==> config.mk <==
export PLATFORM = sky130hd
export DESIGN_NAME = base64_stream_encoder_core
export DESIGN_NICKNAME = d
export VERILOG_FILES = /design/src/rtl/b64e_pkg.sv /design/src/rtl/b64e_front.sv /design/src/rtl/b64e_queue.sv /design/src/rtl/b64e_back.sv /design/src/rtl/base64_stream_encoder_core.sv
export SDC_FILE = /design/constraint.sdc
export NUM_CORES = 1
export LEC_CHECK = 0
export ABC_AREA = 1
export BUFFER_PORTS_ARGS = -buffer_cell sky130_fd_sc_hd__buf_2
export CORE_MARGIN = 3
export CORE_UTILIZATION = 40
export CTS_BUF_LIST = sky130_fd_sc_hd__clkbuf_4 sky130_fd_sc_hd__clkbuf_8
export DETAILED_ROUTE_END_ITERATION = 16
export GPL_ROUTABILITY_DRIVEN = 0
export GPL_TIMING_DRIVEN = 0
export PLACE_DENSITY_LB_ADDON = 0.1
export SLEW_MARGIN = 20
export SYNTH_ARGS = -nofsm -noshare
export SYNTH_HDL_FRONTEND = slang
export SYNTH_SLANG_ARGS = --single-unit
==> constraint.sdc <==
create_clock -name clk -period 5.3 [get_ports clk]
set_input_delay 0.53 -clock clk [delete_from_list [all_inputs] [get_ports clk]]
set_output_delay 0.53 -clock clk [all_outputs]
set_load 0.02 [all_outputs]
==> src/rtl/b64e_pkg.sv <==
// Shared types, constants and the alphabet lookup for the base64 stream encoder.
package b64e_pkg;

  // Queue between the byte front end and the character back end.
  localparam int QDEPTH = 2;
  localparam int QPTR_W = $clog2(QDEPTH);

  // ASCII anchors for the alphabet ranges and the special characters.
  localparam logic [7:0] CH_UPPER_BASE = 8'h41;  // 'A'
  localparam logic [7:0] CH_LOWER_BASE = 8'h47;  // 'a' minus 26
  localparam logic [7:0] CH_DIGIT_BASE = 8'hFC;  // '0' minus 52, modulo 256
  localparam logic [7:0] CH_PLUS       = 8'h2B;  // '+'
  localparam logic [7:0] CH_SLASH      = 8'h2F;  // '/'
  localparam logic [7:0] CH_PAD        = 8'h3D;  // '='

  localparam logic [5:0] SEXTET_MASK   = 6'h3F;
  localparam logic [5:0] SX_LOWER_FIRST = 6'd26;
  localparam logic [5:0] SX_DIGIT_FIRST = 6'd52;
  localparam logic [5:0] SX_PLUS        = 6'd62;

  // Input transfer payload.
  typedef struct packed {
    logic [7:0] data_byte;
    logic       last_byte;
  } b64e_in_t;

  // Output transfer payload.
  typedef struct packed {
    logic [7:0] out_char;
    logic       last_char;
  } b64e_out_t;

  // One output slot: either a sextet to map or a pad character.
  typedef struct packed {
    logic       pad;
    logic [5:0] sextet;
  } b64e_slot_t;

  // Work for one input byte: up to four characters, sent from slot 0 upward.
  typedef struct packed {
    b64e_slot_t [3:0] slots;
    logic [1:0]       last_idx;
    logic             last;
  } b64e_entry_t;

  // Queue status seen by the front end and the back end.
  typedef struct packed {
    logic full;
    logic valid;
  } b64e_qstat_t;

  // Map a sextet to its character of the standard alphabet.
  function automatic logic [7:0] b64e_char(input logic [5:0] v);
    logic [7:0] w;
    begin
      w = {2'b00, v};
      if (v < SX_LOWER_FIRST) begin
        return CH_UPPER_BASE + w;
      end else if (v < SX_DIGIT_FIRST) begin
        return CH_LOWER_BASE + w;
      end else if (v < SX_PLUS) begin
        return CH_DIGIT_BASE + w;
      end else if (v == SX_PLUS) begin
        return CH_PLUS;
      end else begin
        return CH_SLASH;
      end
    end
  endfunction

endpackage

==> src/rtl/b64e_front.sv <==
// Front end: accepts bytes, tracks the group position and splits bytes into sextets.
module b64e_front import b64e_pkg::*; (
  input  logic        clk,
  input  logic        rst_n,
  input  logic        in_valid,
  output logic        in_ready,
  input  b64e_in_t    in_data,
  input  b64e_qstat_t qstat,
  output logic        push,
  output b64e_entry_t push_entry
);

  localparam logic [1:0] PH_FIRST  = 2'd0;
  localparam logic [1:0] PH_SECOND = 2'd1;
  localparam logic [1:0] PH_THIRD  = 2'd2;

  logic [1:0] phase_r, phase_nxt;
  logic [3:0] left_r, left_nxt;
  logic [7:0] b;

  assign b        = in_data.data_byte;
  assign in_ready = !qstat.full;
  assign push     = in_valid && in_ready;

  // Build the character slots for this byte and the next group state.
  always_comb begin
    push_entry = '0;
    push_entry.last = in_data.last_byte;
    phase_nxt = phase_r;
    left_nxt  = left_r;
    case (phase_r)
      PH_SECOND: begin
        push_entry.slots[0].sextet = {left_r[1:0], b[7:4]};
        left_nxt  = b[3:0];
        phase_nxt = PH_THIRD;
        if (in_data.last_byte) begin
          push_entry.slots[1].sextet = {b[3:0], 2'b00};
          push_entry.slots[2].pad    = 1'b1;
          push_entry.last_idx        = 2'd2;
        end
      end
      PH_THIRD: begin
        push_entry.slots[0].sextet = {left_r, b[7:6]};
        push_entry.slots[1].sextet = b[5:0] & SEXTET_MASK;
        push_entry.last_idx        = 2'd1;
        left_nxt  = 4'd0;
        phase_nxt = PH_FIRST;
      end
      default: begin
        push_entry.slots[0].sextet = b[7:2];
        left_nxt  = {2'b00, b[1:0]};
        phase_nxt = PH_SECOND;
        if (in_data.last_byte) begin
          push_entry.slots[1].sextet = {b[1:0], 4'b0000};
          push_entry.slots[2].pad    = 1'b1;
          push_entry.slots[3].pad    = 1'b1;
          push_entry.last_idx        = 2'd3;
        end
      end
    endcase
    // The end of a message returns the group state to its start.
    if (in_data.last_byte) begin
      phase_nxt = PH_FIRST;
      left_nxt  = 4'd0;
    end
  end

  // Group state advances on each accepted byte.
  always_ff @(posedge clk) begin
    if (!rst_n) begin
      phase_r <= PH_FIRST;
      left_r  <= 4'd0;
    end else if (push) begin
      phase_r <= phase_nxt;
      left_r  <= left_nxt;
    end
  end

  // A message end leaves the group at its start.
  a_last_resets_group: assert property (@(posedge clk) disable iff (!rst_n)
    push && in_data.last_byte |=> phase_r == PH_FIRST && left_r == 4'd0)
    else $error("group state not cleared after last byte");

  // Leftover bits beyond the low two are empty unless a second byte was taken.
  a_left_width: assert property (@(posedge clk) disable iff (!rst_n)
    phase_r != PH_THIRD |-> left_r[3:2] == 2'b00)
    else $error("leftover bits wider than the group position allows");

endmodule

==> src/rtl/b64e_queue.sv <==
// Short queue of per-byte character work between front end and back end.
module b64e_queue import b64e_pkg::*; (
  input  logic        clk,
  input  logic        rst_n,
  input  logic        push,
  input  b64e_entry_t push_entry,
  input  logic        pop,
  output b64e_entry_t head,
  output b64e_qstat_t qstat
);

  b64e_entry_t              mem [QDEPTH];
  logic [QPTR_W-1:0]        wr_ptr_r, rd_ptr_r;
  logic [QPTR_W:0]          count_r;

  assign head        = mem[rd_ptr_r];
  assign qstat.full  = (count_r == QPTR_W'(0) + (QPTR_W+1)'(QDEPTH));
  assign qstat.valid = (count_r != '0);

  // Entry storage.
  always_ff @(posedge clk) begin
    if (push) begin
      mem[wr_ptr_r] <= push_entry;
    end
  end

  // Pointers and fill count.
  always_ff @(posedge clk) begin
    if (!rst_n) begin
      wr_ptr_r <= '0;
      rd_ptr_r <= '0;
      count_r  <= '0;
    end else begin
      if (push) begin
        wr_ptr_r <= (wr_ptr_r == QPTR_W'(QDEPTH - 1)) ? '0 : wr_ptr_r + 1'b1;
      end
      if (pop) begin
        rd_ptr_r <= (rd_ptr_r == QPTR_W'(QDEPTH - 1)) ? '0 : rd_ptr_r + 1'b1;
      end
      if (push && !pop) begin
        count_r <= count_r + 1'b1;
      end else if (pop && !push) begin
        count_r <= count_r - 1'b1;
      end
    end
  end

endmodule

==> src/rtl/b64e_back.sv <==
// Back end: sends queued slots via its output register, one per cycle unless stalled.
module b64e_back import b64e_pkg::*; (
  input  logic        clk,
  input  logic        rst_n,
  input  b64e_entry_t head,
  input  b64e_qstat_t qstat,
  output logic        pop,
  output logic        out_valid,
  input  logic        out_ready,
  output b64e_out_t   out_data
);

  logic       out_valid_r;
  b64e_out_t  out_data_r, out_data_nxt;
  logic [1:0] idx_r;
  logic       load;
  b64e_slot_t cur;

  assign cur  = head.slots[idx_r];
  assign load = qstat.valid && (!out_valid_r || out_ready);
  assign pop  = load && (idx_r == head.last_idx);

  // Character for the current slot.
  always_comb begin
    out_data_nxt.out_char  = cur.pad ? CH_PAD : b64e_char(cur.sextet);
    out_data_nxt.last_char = head.last && (idx_r == head.last_idx);
  end

  // Slot index within the head entry and the output register.
  always_ff @(posedge clk) begin
    if (!rst_n) begin
      idx_r       <= 2'd0;
      out_valid_r <= 1'b0;
    end else begin
      if (load) begin
        idx_r <= pop ? 2'd0 : idx_r + 2'd1;
      end
      if (load) begin
        out_valid_r <= 1'b1;
      end else if (out_ready) begin
        out_valid_r <= 1'b0;
      end
    end
  end

  always_ff @(posedge clk) begin
    if (load) begin
      out_data_r <= out_data_nxt;
    end
  end

  assign out_valid = out_valid_r;
  assign out_data  = out_data_r;

  // The slot index never runs past the head entry's last slot.
  a_idx_in_range: assert property (@(posedge clk) disable iff (!rst_n)
    qstat.valid |-> idx_r <= head.last_idx)
    else $error("slot index beyond entry");

  // Padding never leads an entry.
  a_pad_not_first: assert property (@(posedge clk) disable iff (!rst_n)
    load && cur.pad |-> idx_r != 2'd0)
    else $error("pad character in first slot");

  // A loaded final character empties its entry and restarts the index.
  a_last_pops: assert property (@(posedge clk) disable iff (!rst_n)
    load && out_data_nxt.last_char |-> pop ##1 idx_r == 2'd0)
    else $error("final character did not retire its entry");

endmodule

==> src/rtl/base64_stream_encoder_core.sv <==
// Top level of the base64 stream encoder: front end, work queue and character back end.
//
// Usage: raw bytes enter on the in_ channel (valid/ready), each with a flag that marks
// the final byte of a message. Standard base64 characters leave on the out_ channel,
// one per transfer; the final character of a message carries last_char, and the message
// is padded with '=' to a multiple of four characters.
// The first character of a byte is registered in the queue and then in the output
// register. The back end sends one character per cycle while work is queued and
// out_ready is high; a byte yields one character (first or second of a group), two
// (third of a group) or up to four (last byte). The output register's single port
// sets this rate. A two-entry queue sits between the front and back ends, so the
// input keeps taking bytes while earlier characters are still being sent.
// Reset (rst_n low at a clock edge) empties the queue and output register and sets
// the group position to the start of a message.
// When the receiver holds out_ready low, the output register holds its character,
// the queue fills, and in_ready drops once the queue is full.
module base64_stream_encoder_core import b64e_pkg::*; (
  input  logic      clk,
  input  logic      rst_n,
  input  logic      in_valid,
  output logic      in_ready,
  input  b64e_in_t  in_data,
  output logic      out_valid,
  input  logic      out_ready,
  output b64e_out_t out_data
);

  b64e_qstat_t qstat;
  b64e_entry_t push_entry, head;
  logic        push, pop;

  b64e_front u_front (
    .clk        (clk),
    .rst_n      (rst_n),
    .in_valid   (in_valid),
    .in_ready   (in_ready),
    .in_data    (in_data),
    .qstat      (qstat),
    .push       (push),
    .push_entry (push_entry)
  );

  b64e_queue u_queue (
    .clk        (clk),
    .rst_n      (rst_n),
    .push       (push),
    .push_entry (push_entry),
    .pop        (pop),
    .head       (head),
    .qstat      (qstat)
  );

  b64e_back u_back (
    .clk       (clk),
    .rst_n     (rst_n),
    .head      (head),
    .qstat     (qstat),
    .pop       (pop),
    .out_valid (out_valid),
    .out_ready (out_ready),
    .out_data  (out_data)
  );

endmodule

Word-level counts from Yosys, hierarchy flattened. Memory sizes are Yosys's and may differ from the RTL's. A register that Yosys moved wholly into a read port is not among the register bits. Index checks and enable logic that the tools add are counted.

Equality and inequality tests: 5. Magnitude comparators: 4. Shift-type cells: 0. Add/sub/neg operators: 8. Reductions and logical operators: 15. Muxes and demuxes: 30. Bitwise operators: 0. Div/mod/pow operators: 0. Multiply operators: 0.

Operators with widths (count): 8-bit 2-to-1 mux (3); 7-bit by 6-bit adder with 8-bit output, first input constant (2); 8-bit one-hot mux with 2 select lines (1); 7-bit binary-select mux with 2-bit select (1); 6-bit < comparator, second input constant (2); 2-bit 2-to-1 mux (6); 6-bit 2-to-1 mux (2); 6-bit one-hot mux with 2 select lines (1); 1-bit 2-to-1 mux (11); 3-bit by 7-bit adder with 8-bit output, first input constant (1); 4-bit one-hot mux with 2 select lines (1); 7-bit 2-to-1 mux (1); 6-bit == test, second input constant (1); 1-bit logical AND (6); 6-bit by 5-bit < comparator with 1-bit output, second input constant (1); 2-bit nonzero test (3); 2-bit by 1-bit adder with 2-bit output, second input constant (2); 2-bit == test, second input constant (2); 1-bit zero test (4); 4-bit 2-to-1 mux (1); 2-bit one-hot mux with 2 select lines (1); 2-bit by 3-bit < comparator with 1-bit output, second input constant (1); 3-bit 2-to-1 mux (1); 1-bit adder, second input constant (2); 5 further kinds (5).

Memories: 1. Output and inout bits: 11. Latch bits: 0. RAM bits: 34. Word-level logic and storage cells: 72. Register bits: 22. ROM bits: 0. Bits of input ports: 13.

Memory list: u_queue.mem (depth 2, width 17, read ports 1, clocked after memory_dff 1, wr ports 1, line b64e_queue.sv:12) `b64e_entry_t mem [QDEPTH];`.

Longest topological paths before layout.
Depth in word-level cells: 7. Gate-level depth with buffers: 17. Depth with buffers taken out: 15.

By module. Synthesis repeated with hierarchy kept, for this count alone.

Cell total of the unflattened synthesis: 433. Area, all modules: 4505.6 um2.

Modules (own cells, without submodules): b64e_queue (sequential area each 1961.9 um2, instances 1, cells an instance 131, area an instance 2472.4 um2); b64e_back (sequential area each 330.3 um2, instances 1, cells an instance 192, area an instance 1330.0 um2); b64e_front (sequential area each 120.1 um2, instances 1, cells an instance 110, area an instance 703.2 um2).

Worst setup path after synthesis. No wires, ideal clock.

Kind: input to register. From: input out_ready. To: register u_queue.count_r[1]. Path buffers: 0. Arrival: 2151 ps. Stages on the path: 8. Data required time: 5178 ps. Library setup time: 122 ps. Slack: 3027 ps. Path through: nor2_1 > a21oi_1 > nand3_2 > ha_1 > a21oi_1 > o21ai_0 > o21ai_0 > a21oi_1.

Word-level cells in the longest chain between the ends: 6. Elaborated cells between the ends (all ways): 8. Those cells by class: mux (1); reduce/logical (7).

RTL lines: start: declaration (line base64_stream_encoder_core.sv:24) `input logic out_ready,`; 1-bit logical OR * (line b64e_back.sv:20) `assign load = qstat.valid && (!out_valid_r || out_ready);`; 1-bit logical AND * (line b64e_back.sv:20); net u_back.load (line b64e_back.sv:16) `logic load;`; 1-bit logical AND * (line b64e_back.sv:21) `assign pop = load && (idx_r == head.last_idx);`; 1-bit zero test (line b64e_queue.sv:40) `if (push && !pop) begin`; 1-bit logical AND (line b64e_queue.sv:40); 2-bit 2-to-1 mux / 2-bit nonzero test (equally long branches); end signal: assignment (line b64e_queue.sv:41) `count_r <= count_r + 1'b1;`; end signal: assignment (line b64e_queue.sv:43) `count_r <= count_r - 1'b1;`; end: declaration (line b64e_queue.sv:14) `logic [QPTR_W:0] count_r;`.

The timed path passes the listed nets; every way through them passes the cells marked *. A chain may end at the register's enable or synchronous reset.

Worst setup path in the final report.
From: register u_queue.count_r[0]. To: register u_queue.count_r[1].

Word-level cells in the longest chain between the ends: 6. Elaborated cells between the ends (all ways): 15. Those cells by class: add/sub (2); eq/ne (1); mux (2); reduce/logical (10).

RTL lines: 2-bit nonzero test * (line b64e_queue.sv:18) `assign qstat.valid = (count_r != '0);`; 1-bit logical AND * (line b64e_back.sv:20); net u_back.load (line b64e_back.sv:16); 1-bit logical AND * (line b64e_back.sv:21); 1-bit zero test (line b64e_queue.sv:40); 1-bit logical AND (line b64e_queue.sv:40); 2-bit 2-to-1 mux / 2-bit nonzero test (equally long branches).

The timed path passes the listed nets; every way through them passes the cells marked *. The select of a mux whose other input is x is not followed.

==> impl_metrics.py <==
metrics = {
    "worst_setup_path": {
        "path_cells": "inv_1 > a21oi_2 > nand3_2 > ha_1 > a21oi_1 > o21ai_0 > o21ai_0 > a21oi_1",
        "path_class": "reg2reg",
        "crit_slowest_cell": "a21oi_2",
        "arrival_ps": 2400,
        "cp.required_ps": 5510,
        "cp-end-kind": "register",
        "cp_max_fo": 13,
        "critPathLaunchType": "register",
        "max_stage_delay_ps": 600,
    },
    "logic_synthesis": {
        "synth_fa_ha_area_frac": 0.04141,
        "yosysMostFrequentCell": "nand2_1",
        "synth_commonest_cells": "nand2_1, edfxtp_1, inv_1",
        "synthArstFlopShare": 0,
        "synth_cells": 328,
        "synth_simple_gate_area_frac": 0.2534,
        "synth_edf_count": 43,
        "synthMuxAreaShare": 0,
        "ys_warn_count": 0,
        "synth_area_leaders": "edfxtp_1, nand2_1, dfxtp_1, inv_1, ha_1",
        "synth_seq_cells": 57,
        "ys_types": 35,
        "syn_nets": 351,
        "synth_area_um2": 3022,
        "avgSynthCellArea_um2": 9.212,
        "synthXorXnorAreaFrac": 0.02277,
        "synth_top_area_cell": "edfxtp_1",
        "synth_compound_area_frac": 0.08199,
        "synth_top_area_share": 0.4273,
        "synthFlopType": "edfxtp_1",
        "synth_top_family_by_area": "simple AND/OR/NAND/NOR gates",
        "ys_seq_area_frac": 0.5201,
    },
    "cells_and_area": {
        "instances_no_fill": 468,
        "area_growth_pct": 15.90,
        "num-nets-final": 387,
        "drive_gt1_frac": 0.2060,
        "final_cell_area_um2": 3502,
        "n_fill_cell": 733,
        "diodes": 0,
    },
    "place": {
        "numPortBuffers": 23,
        "hpwl_mm": 4.633,
        "place_area_um2": 3292,
        "dp_cells": 452,
    },
    "clock_network": {
        "clock-sinks": 57,
        "cts_tree": "done",
        "clk_pin_slew_ps": 60,
        "cts-resized-gates": 0,
        "ctsLongestPathBuffers": 2,
        "root_buffer": "clkbuf_8",
        "h-tree-depth": 3,
        "clkLatencyLatePin_ps": 330,
        "postCtsSetupBuffers": 0,
        "cts-buffers-inserted": 9,
        "ctsHoldBuffers": 0,
    },
    "floorplan": {
        "core_um2": 7292,
        "dieHeight_um": 92.92,
        "placementRows": 31,
        "start_util": 0.4144,
        "die-area_um2": 8633,
        "pin_count": 24,
        "fp.dieW_um": 92.92,
    },
    "sta": {
        "skew_ps": 8.183,
        "worst_pin_slew_ps": 723.6,
        "relSlewSlack": 0.5176,
        "hold_violations": 0,
        "rsz0062_at_grt": "false",
        "slew_violations": 0,
        "clock.fmax_mhz": 456.9,
        "setup_viol": 0,
        "min_period_ps": 2189,
        "fin_setup_tns_ps": 0,
        "fin_crit_sh": 0.4130,
    },
    "pwr": {
        "ir_worst_vdd_mv": 0.2379,
        "p_leak_nw": 1.532,
        "power_per_cell_area_nw_per_um2": 662.4,
    },
    "global_route": {
        "gr-total-overflow": 0,
        "grt_pass1_wl_mm": 10.30,
        "grt_pass1_vias": 2115,
        "grt_max_degree": 14,
        "antenna_found_initial": 0,
        "grt_use_total": 0.1560,
    },
    "drt": {
        "drc_errors": 0,
        "drtIter0Drc": 74,
        "via_per_inst": 4.737,
        "drt_first_pass_iters": 4,
        "wl_mm": 6.105,
        "wl_per_cell_um": 13.04,
        "via_count": 2217,
        "route.antenna.remaining_nets": 0,
    },
    "hold_path": {
        "holdCritPathClass": "reg2reg",
    },
    "flow_run": {
        "maxCapViolCount": 0,
    },
    "status": {
        "status": "finished, final reports clean",
    },
}
metrics by stage:
step                hold WS, ps  worst slack (ps)  total power [mW]    util
floorplan                 445.4              3027             1.644       -
global placement          457.6              2553             1.905  0.4472
detailed placement        466.0              2507             1.930  0.4514
CTS                       474.5              2764             2.350  0.4798
global route              486.1              2924             2.549  0.4803
finish                    472.5              3111             2.320  0.4803
sequential cells by signal, indices dropped and copies added, names as in the netlist, named ones only:
| name | count |
|---|---|
| u_front.left_r | 4 |
| u_queue.rd_ptr_r | 1 |
| u_back.idx_r | 2 |
| u_queue.mem | 34 |
| u_queue.count_r | 2 |
| u_back.out_valid | 1 |
| u_front.phase_r | 2 |
| u_back.out_data | 9 |
| u_queue.wr_ptr_r | 1 |
final timing paths:
check | startpoint | endpoint | slack [ps] | cells after the start
worst max-delay path | u_queue.count_r[0] | u_queue.count_r[1] | 3110 | 8
worst min-delay path | u_front.left_r[3] | u_front.left_r[3] | 470 | 2
worst max register to register | u_queue.count_r[0] | u_queue.count_r[1] | 3110 | 8
worst min register to register | u_front.left_r[3] | u_front.left_r[3] | 470 | 2
layout make-up:
cell class	count	area (µm²)	share of cell area
buffer	6	61.31	0.01751
clock buffer	13	166.4	0.04752
clock inverter	3	40.04	0.01143
inverter	44	181.4	0.05180
multi-input combinational	221	1216	0.3473
sequential	57	1572	0.4487
tap	99	123.9	0.03537
timing repair buffer	25	141.4	0.04037
layer usage:
layer	share of wire	global-route usage	up-vias
li1	-	-	1156
met5	0	0	-
met4	0.013	0.05861	0
met3	0.027	0.03412	10
met2	0.50	0.2669	35
met1	0.46	0.1917	1016
logic make-up (layout without fill, tap and decap cells):
group,Yosys count,after routing
AOI/OAI and AO/OA,42,42
xor gates and xnor gates,7,7
DFF,57,57
buffers and inverters,50,91
and+or+nand+nor,162,162
adders and majority gates,10,10
report_power, final:
part           switching [mW]  internal (mW)
Clock                   0.161          0.252
Combinational           0.807          0.407
Sequential             0.0310          0.662
layout by cell type, fill, tap and decap left out, drive strengths merged:
cell      n
a211oi    2
nand2   102
nor3      3
clkbuf   15
ha       10
edfxtp   43
dfxtp    14
o22ai     1
o211ai    6
a21oi    13
o21ai    17
o221ai    2
bufinv    1
nand3    29
inv      42
nor2     28
clkinv    4
buf      29
o211a     1
xor2      7
worst max-delay path, delay by kind of cell (launching register included):
family	cells	cell delay (ps)
and+or+nand+nor	1	230
adders and majority gates	1	350
DFF	1	340
buffers and inverters	1	90
AOI/OAI and AO/OA	5	1070
No activity file was read; power rests on OpenSTA's default activity.
